**src/rtl/tcgc_pkg.sv**
```systemverilog
// ----------------------------------------------------------------------------
// tcgc_pkg
// Shared types for the text cell glyph compositor: opcodes, configuration
// bundle and the command word passed from the front end to the back end.
// ----------------------------------------------------------------------------
package tcgc_pkg;

  typedef enum logic [1:0] {
    OP_GLYPH = 2'd0,
    OP_FILL  = 2'd1,
    OP_FLUSH = 2'd2,
    OP_NONE  = 2'd3
  } op_e;

  // configuration register index, register i sits at byte address 4*i
  typedef enum logic [2:0] {
    REG_CELL_W   = 3'd0,
    REG_CELL_H   = 3'd1,
    REG_ASCENDER = 3'd2,
    REG_DISP_W   = 3'd3,
    REG_DISP_H   = 3'd4
  } reg_e;

  typedef struct packed {
    logic [7:0]  cell_w;
    logic [7:0]  cell_h;
    logic [7:0]  ascender;
    logic [12:0] disp_w;
    logic [12:0] disp_h;
  } cfg_t;

  // x0/y0 hold the cell origin for a pixel, the rectangle origin for a flush
  typedef struct packed {
    op_e               op;
    logic [15:0]       x0;
    logic [14:0]       y0;
    logic [15:0]       rect_w;
    logic [14:0]       rect_h;
    logic              dirty;
    logic [7:0]        pix_x;
    logic [7:0]        pix_y;
    logic signed [7:0] glyph_left;
    logic signed [8:0] glyph_top;
    logic [7:0]        coverage;
    logic              bold;
    logic [2:0]        fg_color;
    logic [2:0]        bg_color;
  } cmd_t;

endpackage

```
**src/rtl/tcgc_fifo.sv**
```systemverilog
// ----------------------------------------------------------------------------
// tcgc_fifo
// Small flop-based queue between the command front end and the pixel back end.
// ----------------------------------------------------------------------------
module tcgc_fifo #(
  parameter int WIDTH = 8,
  parameter int DEPTH = 2
) (
  input  logic             clk_i,
  input  logic             rst_ni,
  input  logic             wr_valid_i,
  output logic             wr_ready_o,
  input  logic [WIDTH-1:0] wr_data_i,
  output logic             rd_valid_o,
  input  logic             rd_ready_i,
  output logic [WIDTH-1:0] rd_data_o
);

  localparam int PtrW = (DEPTH > 1) ? $clog2(DEPTH) : 1;
  localparam int CntW = $clog2(DEPTH + 1);

  logic [WIDTH-1:0] mem_q [DEPTH];
  logic [PtrW-1:0]  wr_ptr_q, wr_ptr_d, rd_ptr_q, rd_ptr_d;
  logic [CntW-1:0]  count_q, count_d;
  logic             push, pop;

  assign wr_ready_o = (count_q != CntW'(DEPTH));
  assign rd_valid_o = (count_q != '0);
  assign rd_data_o  = mem_q[rd_ptr_q];
  assign push       = wr_valid_i & wr_ready_o;
  assign pop        = rd_valid_o & rd_ready_i;

  always_comb begin
    wr_ptr_d = wr_ptr_q;
    rd_ptr_d = rd_ptr_q;
    count_d  = count_q;
    if (push) begin
      wr_ptr_d = (wr_ptr_q == PtrW'(DEPTH - 1)) ? '0 : wr_ptr_q + 1'b1;
    end
    if (pop) begin
      rd_ptr_d = (rd_ptr_q == PtrW'(DEPTH - 1)) ? '0 : rd_ptr_q + 1'b1;
    end
    if (push && !pop) begin
      count_d = count_q + 1'b1;
    end else if (pop && !push) begin
      count_d = count_q - 1'b1;
    end
  end

  always_ff @(posedge clk_i or negedge rst_ni) begin
    if (!rst_ni) begin
      wr_ptr_q <= '0;
      rd_ptr_q <= '0;
      count_q  <= '0;
    end else begin
      wr_ptr_q <= wr_ptr_d;
      rd_ptr_q <= rd_ptr_d;
      count_q  <= count_d;
    end
  end

  always_ff @(posedge clk_i) begin
    if (push) begin
      mem_q[wr_ptr_q] <= wr_data_i;
    end
  end

  a_count_bound: assert property (@(posedge clk_i) disable iff (!rst_ni)
    count_q <= CntW'(DEPTH))
    else $error("queue count above depth");

  a_ptr_match: assert property (@(posedge clk_i) disable iff (!rst_ni)
    (count_q == '0) |-> (wr_ptr_q == rd_ptr_q))
    else $error("empty queue with pointers apart");

endmodule

```
**src/rtl/tcgc_front.sv**
```systemverilog
// ----------------------------------------------------------------------------
// tcgc_front
// Command front end: decodes each word, tracks the dirty cell rectangle and
// forms the cell or rectangle origin and extent for the back end.
// ----------------------------------------------------------------------------
module tcgc_front #(
  parameter int MAX_COLS = 256,
  parameter int MAX_ROWS = 128
) (
  input  logic                clk_i,
  input  logic                rst_ni,
  input  tcgc_pkg::cfg_t      cfg_i,
  input  logic                in_valid_i,
  output logic                in_ready_o,
  input  logic [1:0]          in_tuser_i,  // opcode
  input  logic [63:0]         in_tdata_i,  // see top level for layout
  output logic                wr_valid_o,
  input  logic                wr_ready_i,
  output tcgc_pkg::cmd_t      wr_data_o
);
  import tcgc_pkg::*;

  localparam logic [7:0] ColMax = 8'(MAX_COLS - 1);
  localparam logic [6:0] RowMax = 7'(MAX_ROWS - 1);

  logic       any_q, any_d;
  logic [7:0] min_col_q, min_col_d, max_col_q, max_col_d;
  logic [6:0] min_row_q, min_row_d, max_row_q, max_row_d;

  op_e        op;
  logic [7:0] col, col_c, mul_col;
  logic [6:0] row, row_c, mul_row;
  logic [8:0] span_col;
  logic [7:0] span_row;
  logic       accept;

  assign op     = op_e'(in_tuser_i);
  assign col    = in_tdata_i[7:0];
  assign row    = in_tdata_i[14:8];
  assign col_c  = (col > ColMax) ? ColMax : col;
  assign row_c  = (row > RowMax) ? RowMax : row;
  assign accept = in_valid_i & wr_ready_i;

  assign in_ready_o = wr_ready_i;
  assign wr_valid_o = in_valid_i;

  always_comb begin
    any_d     = any_q;
    min_col_d = min_col_q;
    max_col_d = max_col_q;
    min_row_d = min_row_q;
    max_row_d = max_row_q;
    unique case (op)
      OP_GLYPH, OP_FILL: begin
        if (!any_q) begin
          any_d     = 1'b1;
          min_col_d = col_c;
          max_col_d = col_c;
          min_row_d = row_c;
          max_row_d = row_c;
        end else begin
          if (col_c < min_col_q) min_col_d = col_c;
          if (col_c > max_col_q) max_col_d = col_c;
          if (row_c < min_row_q) min_row_d = row_c;
          if (row_c > max_row_q) max_row_d = row_c;
        end
      end
      OP_FLUSH: begin
        any_d     = 1'b0;
        min_col_d = '0;
        max_col_d = '0;
        min_row_d = '0;
        max_row_d = '0;
      end
      default: begin
      end
    endcase
  end

  always_ff @(posedge clk_i or negedge rst_ni) begin
    if (!rst_ni) begin
      any_q     <= 1'b0;
      min_col_q <= '0;
      max_col_q <= '0;
      min_row_q <= '0;
      max_row_q <= '0;
    end else if (accept) begin
      any_q     <= any_d;
      min_col_q <= min_col_d;
      max_col_q <= max_col_d;
      min_row_q <= min_row_d;
      max_row_q <= max_row_d;
    end
  end

  // origin multipliers are shared between pixel placement and flush
  assign mul_col  = (op == OP_FLUSH) ? min_col_q : col;
  assign mul_row  = (op == OP_FLUSH) ? min_row_q : row;
  assign span_col = {1'b0, max_col_q} - {1'b0, min_col_q} + 9'd1;
  assign span_row = {1'b0, max_row_q} - {1'b0, min_row_q} + 8'd1;

  always_comb begin
    wr_data_o            = '0;
    wr_data_o.op         = op;
    wr_data_o.x0         = 16'(cfg_i.cell_w) * 16'(mul_col);
    wr_data_o.y0         = 15'(15'(cfg_i.cell_h) * 15'(mul_row));
    wr_data_o.rect_w     = 16'(17'(cfg_i.cell_w) * 17'(span_col));
    wr_data_o.rect_h     = 15'(15'(cfg_i.cell_h) * 15'(span_row));
    wr_data_o.dirty      = any_q;
    wr_data_o.pix_x      = in_tdata_i[22:15];
    wr_data_o.pix_y      = in_tdata_i[30:23];
    wr_data_o.glyph_left = in_tdata_i[38:31];
    wr_data_o.glyph_top  = in_tdata_i[47:39];
    wr_data_o.coverage   = in_tdata_i[55:48];
    wr_data_o.bold       = in_tdata_i[56];
    wr_data_o.fg_color   = in_tdata_i[59:57];
    wr_data_o.bg_color   = in_tdata_i[62:60];
  end

endmodule

```
**src/rtl/tcgc_back.sv**
```systemverilog
// ----------------------------------------------------------------------------
// tcgc_back
// Pixel back end: placement, clipping and color blend in the first stage,
// frame buffer address in the second, which is also the output register.
// ----------------------------------------------------------------------------
module tcgc_back (
  input  logic           clk_i,
  input  logic           rst_ni,
  input  tcgc_pkg::cfg_t cfg_i,
  input  logic           rd_valid_i,
  output logic           rd_ready_o,
  input  tcgc_pkg::cmd_t rd_data_i,
  output logic           out_valid_o,
  input  logic           out_ready_i,
  output logic           out_tuser_o,  // is_rect
  output logic [119:0]   out_tdata_o   // see top level for layout
);
  import tcgc_pkg::*;

  localparam logic [7:0] ChanBold = 8'hFF;
  localparam logic [7:0] ChanNorm = 8'hAF;
  localparam logic [8:0] BlendOne = 9'd256;

  function automatic logic [7:0] chan(input logic on, input logic bold);
    if (!on) return 8'd0;
    return bold ? ChanBold : ChanNorm;
  endfunction

  function automatic logic [7:0] blend(input logic [7:0] f, input logic [7:0] b,
                                       input logic [7:0] level);
    logic [16:0] sum;
    sum = 17'(f) * 17'(level) + 17'(b) * (17'(BlendOne) - 17'(level));
    return sum[15:8];
  endfunction

  function automatic logic [15:0] clip(input logic [15:0] start, input logic [15:0] len,
                                       input logic [12:0] limit);
    if (start >= 16'(limit)) return 16'd0;
    if (17'(start) + 17'(len) > 17'(limit)) return 16'(limit) - start;
    return len;
  endfunction

  cmd_t        c;
  logic [17:0] px, py, left_x, top_x;
  logic        px_ok, py_ok, in_cell, pix_valid;
  logic [23:0] rgb;

  logic        s1_v_q, s2_v_q, s1_en, s2_en;
  logic        s1_rect_q, s1_valid_q;
  logic [12:0] s1_px_q, s1_py_q;
  logic [23:0] s1_rgb_q;
  logic [15:0] s1_rx_q, s1_ry_q, s1_rw_q, s1_rh_q;
  logic [25:0] addr_full;

  logic         out_rect_q;
  logic [119:0] out_data_q;

  assign c      = rd_data_i;
  assign left_x = {{10{c.glyph_left[7]}}, c.glyph_left};
  assign top_x  = {{9{c.glyph_top[8]}}, c.glyph_top};

  // red (color bit 0) lands in the top byte, blue (bit 2) in the low byte
  always_comb begin
    px      = 18'(c.x0) + 18'(c.pix_x);
    py      = 18'(c.y0) + 18'(c.pix_y);
    in_cell = 1'b1;
    rgb     = '0;
    unique case (c.op)
      OP_GLYPH: begin
        px  = px + left_x;
        py  = py + 18'(cfg_i.ascender) - top_x;
        rgb = {blend(chan(c.fg_color[0], c.bold), chan(c.bg_color[0], c.bold), c.coverage),
               blend(chan(c.fg_color[1], c.bold), chan(c.bg_color[1], c.bold), c.coverage),
               blend(chan(c.fg_color[2], c.bold), chan(c.bg_color[2], c.bold), c.coverage)};
      end
      OP_FILL: begin
        in_cell = (c.pix_x < cfg_i.cell_w) && (c.pix_y < cfg_i.cell_h);
        rgb     = {chan(c.bg_color[0], c.bold), chan(c.bg_color[1], c.bold),
                   chan(c.bg_color[2], c.bold)};
      end
      default: begin
      end
    endcase
  end

  // negative coordinates show up as bit 17 set
  assign px_ok     = !px[17] && (px[16:0] < 17'(cfg_i.disp_w));
  assign py_ok     = !py[17] && (py[16:0] < 17'(cfg_i.disp_h));
  assign pix_valid = px_ok && py_ok && in_cell &&
                     ((c.op == OP_GLYPH) || (c.op == OP_FILL));

  assign s2_en      = !s2_v_q || out_ready_i;
  assign s1_en      = !s1_v_q || s2_en;
  assign rd_ready_o = s1_en;

  always_ff @(posedge clk_i or negedge rst_ni) begin
    if (!rst_ni) begin
      s1_v_q <= 1'b0;
      s2_v_q <= 1'b0;
    end else begin
      if (s1_en) s1_v_q <= rd_valid_i;
      if (s2_en) s2_v_q <= s1_v_q;
    end
  end

  always_ff @(posedge clk_i) begin
    if (s1_en) begin
      s1_rect_q  <= (c.op == OP_FLUSH);
      s1_valid_q <= pix_valid;
      s1_px_q    <= px[12:0];
      s1_py_q    <= py[12:0];
      s1_rgb_q   <= rgb;
      if ((c.op == OP_FLUSH) && c.dirty) begin
        s1_rx_q <= c.x0;
        s1_ry_q <= 16'(c.y0);
        s1_rw_q <= clip(c.x0, c.rect_w, cfg_i.disp_w);
        s1_rh_q <= clip(16'(c.y0), 16'(c.rect_h), cfg_i.disp_h);
      end else begin
        s1_rx_q <= '0;
        s1_ry_q <= '0;
        s1_rw_q <= '0;
        s1_rh_q <= '0;
      end
    end
  end

  assign addr_full = 26'(s1_py_q) * 26'(cfg_i.disp_w) + 26'(s1_px_q);

  always_ff @(posedge clk_i) begin
    if (s2_en) begin
      out_rect_q <= s1_rect_q;
      out_data_q <= {7'd0, s1_rh_q, s1_rw_q, s1_ry_q, s1_rx_q,
                     s1_rgb_q,
                     s1_valid_q ? addr_full[23:0] : 24'd0,
                     s1_valid_q};
    end
  end

  assign out_valid_o = s2_v_q;
  assign out_tuser_o = out_rect_q;
  assign out_tdata_o = out_data_q;

  a_rect_no_pixel: assert property (@(posedge clk_i) disable iff (!rst_ni)
    (out_valid_o && out_tuser_o) |-> (out_tdata_o[48:0] == '0))
    else $error("flush result carries pixel fields");

  a_pixel_no_rect: assert property (@(posedge clk_i) disable iff (!rst_ni)
    (out_valid_o && !out_tuser_o) |-> (out_tdata_o[119:49] == '0))
    else $error("pixel result carries rectangle fields");

  a_invalid_addr: assert property (@(posedge clk_i) disable iff (!rst_ni)
    (out_valid_o && !out_tdata_o[0]) |-> (out_tdata_o[24:1] == '0))
    else $error("invalid pixel with nonzero address");

endmodule

```
**src/rtl/text_cell_glyph_compositor.sv**
```systemverilog
// ----------------------------------------------------------------------------
// text_cell_glyph_compositor
// Text terminal pixel compositor: glyph and fill pixels with dirty rectangle
// tracking, and flush of the rectangle clipped to the display.
// ----------------------------------------------------------------------------
// path: an accepted word goes through the queue, the first back end stage and the output register
// throughput: one word per clock while m_axis_tready holds; the queue and two back end
//   stages each take one word per cycle unless back-pressure from the output holds them
// reset: dirty rectangle cleared, registers at their defaults, queue and
//   pipeline empty; no clearing pass, words are taken right after reset
module text_cell_glyph_compositor #(
  parameter int MAX_COLS    = 256,
  parameter int MAX_ROWS    = 128,
  parameter int QUEUE_DEPTH = 2
) (
  input  logic          clk_i,
  input  logic          rst_ni,
  // configuration
  input  logic          psel,
  input  logic          penable,
  input  logic          pwrite,
  input  logic [4:0]    paddr,
  input  logic [31:0]   pwdata,
  output logic [31:0]   prdata,
  output logic          pready,
  // command stream
  input  logic          s_axis_tvalid,
  output logic          s_axis_tready,
  input  logic [1:0]    s_axis_tuser,  // opcode
  // cell_col[7:0] cell_row[14:8] pix_x[22:15] pix_y[30:23] glyph_left[38:31]
  // glyph_top[47:39] coverage[55:48] bold[56] fg_color[59:57] bg_color[62:60]
  input  logic [63:0]   s_axis_tdata,
  // result stream
  output logic          m_axis_tvalid,
  input  logic          m_axis_tready,
  output logic          m_axis_tuser,  // is_rect
  // pixel_valid[0] pixel_address[24:1] pixel_rgb[48:25] rect_x[64:49]
  // rect_y[80:65] rect_w[96:81] rect_h[112:97]
  output logic [119:0]  m_axis_tdata
);
  import tcgc_pkg::*;

  cfg_t cfg_q;
  logic cfg_wr;
  reg_e reg_idx;

  logic wr_valid, wr_ready, rd_valid, rd_ready;
  cmd_t wr_cmd, rd_cmd;

  assign pready  = 1'b1;
  assign reg_idx = reg_e'(paddr[4:2]);
  assign cfg_wr  = psel & penable & pwrite & pready;

  always_ff @(posedge clk_i or negedge rst_ni) begin
    if (!rst_ni) begin
      cfg_q.cell_w   <= 8'd16;
      cfg_q.cell_h   <= 8'd32;
      cfg_q.ascender <= 8'd24;
      cfg_q.disp_w   <= 13'd1920;
      cfg_q.disp_h   <= 13'd1080;
    end else if (cfg_wr) begin
      unique case (reg_idx)
        REG_CELL_W:   cfg_q.cell_w   <= pwdata[7:0];
        REG_CELL_H:   cfg_q.cell_h   <= pwdata[7:0];
        REG_ASCENDER: cfg_q.ascender <= pwdata[7:0];
        REG_DISP_W:   cfg_q.disp_w   <= pwdata[12:0];
        REG_DISP_H:   cfg_q.disp_h   <= pwdata[12:0];
        default: begin
        end
      endcase
    end
  end

  always_comb begin
    unique case (reg_idx)
      REG_CELL_W:   prdata = 32'(cfg_q.cell_w);
      REG_CELL_H:   prdata = 32'(cfg_q.cell_h);
      REG_ASCENDER: prdata = 32'(cfg_q.ascender);
      REG_DISP_W:   prdata = 32'(cfg_q.disp_w);
      REG_DISP_H:   prdata = 32'(cfg_q.disp_h);
      default:      prdata = 32'd0;
    endcase
  end

  tcgc_front #(
    .MAX_COLS (MAX_COLS),
    .MAX_ROWS (MAX_ROWS)
  ) u_front (
    .clk_i      (clk_i),
    .rst_ni     (rst_ni),
    .cfg_i      (cfg_q),
    .in_valid_i (s_axis_tvalid),
    .in_ready_o (s_axis_tready),
    .in_tuser_i (s_axis_tuser),
    .in_tdata_i (s_axis_tdata),
    .wr_valid_o (wr_valid),
    .wr_ready_i (wr_ready),
    .wr_data_o  (wr_cmd)
  );

  tcgc_fifo #(
    .WIDTH ($bits(cmd_t)),
    .DEPTH (QUEUE_DEPTH)
  ) u_queue (
    .clk_i      (clk_i),
    .rst_ni     (rst_ni),
    .wr_valid_i (wr_valid),
    .wr_ready_o (wr_ready),
    .wr_data_i  (wr_cmd),
    .rd_valid_o (rd_valid),
    .rd_ready_i (rd_ready),
    .rd_data_o  (rd_cmd)
  );

  tcgc_back u_back (
    .clk_i       (clk_i),
    .rst_ni      (rst_ni),
    .cfg_i       (cfg_q),
    .rd_valid_i  (rd_valid),
    .rd_ready_o  (rd_ready),
    .rd_data_i   (rd_cmd),
    .out_valid_o (m_axis_tvalid),
    .out_ready_i (m_axis_tready),
    .out_tuser_o (m_axis_tuser),
    .out_tdata_o (m_axis_tdata)
  );

endmodule
```
**config.mk**
```make
export PLATFORM = sky130hd
export DESIGN_NAME = text_cell_glyph_compositor
export DESIGN_NICKNAME = d
export VERILOG_FILES = /design/src/rtl/tcgc_pkg.sv /design/src/rtl/tcgc_fifo.sv /design/src/rtl/tcgc_front.sv /design/src/rtl/tcgc_back.sv /design/src/rtl/text_cell_glyph_compositor.sv
export SDC_FILE = /design/constraint.sdc
export NUM_CORES = 2
export LEC_CHECK = 0
export ABC_AREA = 1
export BUFFER_PORTS_ARGS = -buffer_cell sky130_fd_sc_hd__buf_2
export CORE_ASPECT_RATIO = 1.2
export CORE_UTILIZATION = 35
export CTS_CLUSTER_DIAMETER = 80
export DETAILED_ROUTE_END_ITERATION = 12
export GPL_ROUTABILITY_DRIVEN = 0
export HOLD_SLACK_MARGIN = 0.1
export PLACE_DENSITY_LB_ADDON = 0.15
export SLEW_MARGIN = 20
export SYNTH_ARGS = -nofsm -noshare
export SYNTH_HDL_FRONTEND = slang
export SYNTH_HIERARCHICAL = 1
export SYNTH_SLANG_ARGS = --single-unit
```
**constraint.sdc**
```tcl
create_clock -name clk_i -period 11.4 [get_ports clk_i]
set_input_delay 1.71 -clock clk_i [delete_from_list [all_inputs] [get_ports clk_i]]
set_output_delay 1.71 -clock clk_i [all_outputs]
set_load 0.005 [all_outputs]
```
==> implementation parameters <==
Parameter                              Value

Yosys
  Main synth FF type ... edfxtp_1
  Average instance area after synthesis ... 8.56 µm²
  Post-synthesis cell type count ... 66
  Seq/Total Area, Yosys ... 0.281
  Proportion of netlist area held by the largest area contributor ... 0.242
  Library cell with the highest instance count after synthesis ... nand2_1
  Count of mapped cells out of synthesis ... 6581
  Most instantiated cells after synthesis ... nand2_1, inv_1, ha_1, fa_1, nor2_1
  Number of enable-type register cells in the synthesized netlist ... 454
  Flops & latches, synth ... 541
  Mapped Area ... 56300 µm²
  Most area-hungry cell type in the Yosys netlist ... edfxtp_1
  Biggest area contributors in the synthesized netlist ... edfxtp_1, fa_1, ha_1
  Synthesis Warnings ... 6
  Share of synthesized registers carrying an async set or reset ... 0.161

Critical path
  Critical Setup Path Class ... reg -> reg
  Count of buffering cells on the critical path with inverters included ... 9
  Most frequent cell on the critical path ... fa_1
  Worst Setup Start Kind ... flop
  R2r startpoint ... u_queue/rd_ptr_q$_DFFE_PN0P_
  Required time of the critical path ... 11820 ps
  Largest driver fanout on the critical path ... 25
  Nature of the critical path endpoint ... flop
  Slowest cell on crit path ... dfrtp_4
  Source of the critical timing path ... u_queue/rd_ptr_q$_DFFE_PN0P_
  Dominant delay contributor by cell family on the critical path ... adder cells
  Slowest stage delay, CP ... 660 ps
  Worst path arrival time ... 8870 ps

Route
  Routed wire per std cell ... 17.8 µm
  Initial detailed-routing violation count ... 2412
  Overall routed net length ... 158000 µm
  Remaining number of nets flagged by the antenna check after routing ... 0
  Final routed DRC violation total ... 0
  Vias after detailed routing ... 42100
  Vias per inst ... 4.74
  Total iterations of the first detailed-routing run ... 6

Global routing
  Wire length of the first global-routing pass ... 244000 µm
  Number of global-route vias before repair ... 42800
  Total GRT Usage ... 0.195
  Maximum number of pins on one net before global-route repair ... 62
  Global-route track usage on met3 ... 0.0229
  Met1 usage ... 0.251
  Most crowded layer after global routing ... met2
  Met2 Usage GRT ... 0.344
  Congestion Overflow GR ... 0
  Initial antenna violation count ... 15

Finish
  Filler cell count ... 16300
  Fraction of layout cells with a size suffix above 1 ... 0.0726
  Register area ... 15800 µm²
  Number of nets in the layout ... 7990
  Area of the multi-input gates ... 34300 µm²
  Synthesis-to-layout area growth ... 9.19%

STA
  Tcrit/Tclk final ... 0.741
  Max Fclk ... 0.118 GHz
  Worst slew margin ... 0.289
  RSZ-0062 raised after global routing ... false
  Finish-stage setup viols ... 0
  Setup TNS ... 0 ps
  Transition time of the tightest slew-check pin ... 1070 ps
  Final worst clock skew ... 40.2 ps
  Number of hold-slack violations in the final timing report ... 0
  Time the final worst path needs with I/O delays and setup ... 8450 ps
  Number of slew-limit violations in the final report ... 0

Clock tree
  Total of cells resized after clock tree synthesis ... 0
  CTS buffer count ... 69
  CTS Root Buffer Type ... clkbuf_16
  H-tree lvl count ... 3
  Number of clock sinks seen by CTS ... 541
  Post-CTS clock slew at the launch and capture registers of the worst setup and hold paths ... 60 ps
  Setup fix buffers added after clock tree synthesis ... 0
  Hold Buf Count CTS ... 0
  Max Root-Sink Buffers ... 3
  Clock insertion delay at the later pin of the skew report ... 700 ps
  TritonCTS clock tree ... built

Floorplanning
  Std-Cell Rows ... 160
  Die outline height ... 442 µm
  Initial core utilization ... 0.354
  Num ports ... 266
  Die footprint ... 163000 µm²
  Area of the placeable core ... 159000 µm²
  Die width ... 368 µm

Worst hold path
  Class of the tightest hold or removal check ... reg -> reg
  Hold Startpoint ... u_back/s1_ry_q[14]$_SDFFCE_PN0P_

Run
  Maxcap violations ... 0

Placement
  Post-DP HPWL ... 129000 µm
  Port-buffer cells ... 215

Status
  Outcome ... finished, final reports clean
-- per-layer routing --
layer  vias to the layer above  wire, µm
li1                      20800         -
met1                     20200     69200
met2                       822     77800
met3                       186      6880
met4                         8      3950
met5                         -        56
-- area by class of cell --
cell class / instances / share of cell area
Multi-Input combinational cell: 4491 / 0.557
Sequential cell: 541 / 0.257
Inverter: 1361 / 0.0831
Tap cell: 2106 / 0.0428
Clock buffer: 80 / 0.0289
Timing Repair Buffer: 246 / 0.0213
Clock inverter: 44 / 0.00929
Antenna cell: 8 / 0.000325
-- cells in the final DEF, fill, tap and decap left out, types with 25 or more instances in the layout --
cell type,instances
clkbuf_16,69
xor2_1,136
inv_1,1320
nor2_1,467
xnor2_1,59
nor3_1,33
edfxtp_1,454
buf_2,214
a21oi_1,273
nand4_1,55
conb_1,28
dfrtp_1,74
nand2_1,1565
fa_1,540
o21bai_1,27
o21ai_0,227
a21o_1,25
nand3_1,228
inv_2,29
buf_4,32
ha_1,630
-- final timing paths --
kind	end	slack [ps]	depth (start not counted)
worst max-delay path	u_back/s1_rgb_q[18]$_DFFE_PP_	2950	29
worst min-delay path	u_back/out_tdata_o[79]$_DFFE_PP_	410	0
worst max register to register	u_back/s1_rgb_q[18]$_DFFE_PP_	2950	29
worst min register to register	u_back/out_tdata_o[79]$_DFFE_PP_	410	0
max in group asynchronous	cfg_q[7]$_DFFE_PN0P_	9220	2
min in group asynchronous	u_front/max_col_q[7]$_DFFE_PN0P_	970	1
-- flip-flops by register name, indices dropped and copies added, names as in the netlist, 2 cells and up --
name                flops
u_back/s1_px_q         13
u_front/max_row_q       7
u_queue/mem_q         226
u_back/s1_rh_q         16
u_front/min_col_q       8
u_queue/count_q         2
u_front/min_row_q       7
u_back/s1_py_q         13
u_back/s1_rw_q         16
u_front/max_col_q       8
u_back/out_tdata_o    112
u_back/s1_rx_q         16
u_back/s1_ry_q         15
cfg_q                  50
u_back/s1_rgb_q        24
-- metrics by stage --
stage | cells | util | hold WS (ps) | setup slack (ps) | instance area [µm²]
floorplan | 6606 | - | 400 | 4220 | 56400
global placement | 8745 | 0.372 | 402 | 2960 | 59200
detailed placement | 8745 | 0.372 | 405 | 2900 | 59200
CTS | 8869 | 0.386 | 403 | 2880 | 61500
global route | 8869 | 0.386 | 413 | 2450 | 61500
finish | 8877 | 0.387 | 414 | 2950 | 61500
-- cell families (layout without fill, tap and decap cells) --
group,count (synthesis),in the layout,synth area share
flip-flops,541,541,0.281
XOR/XNOR,197,197,0.0311
AND/OR/NAND/NOR,2430,2430,0.176
adder cells (fa/ha/maj),1170,1170,0.332
other,3,36,0.000200
buffers and inverters,1574,1731,0.113
AO/OA/AOI/OAI,666,666,0.0667
Power is left out: the tool's default activity adds up to more than one toggle a clock period on the data nets, which glitch-free logic cannot reach.
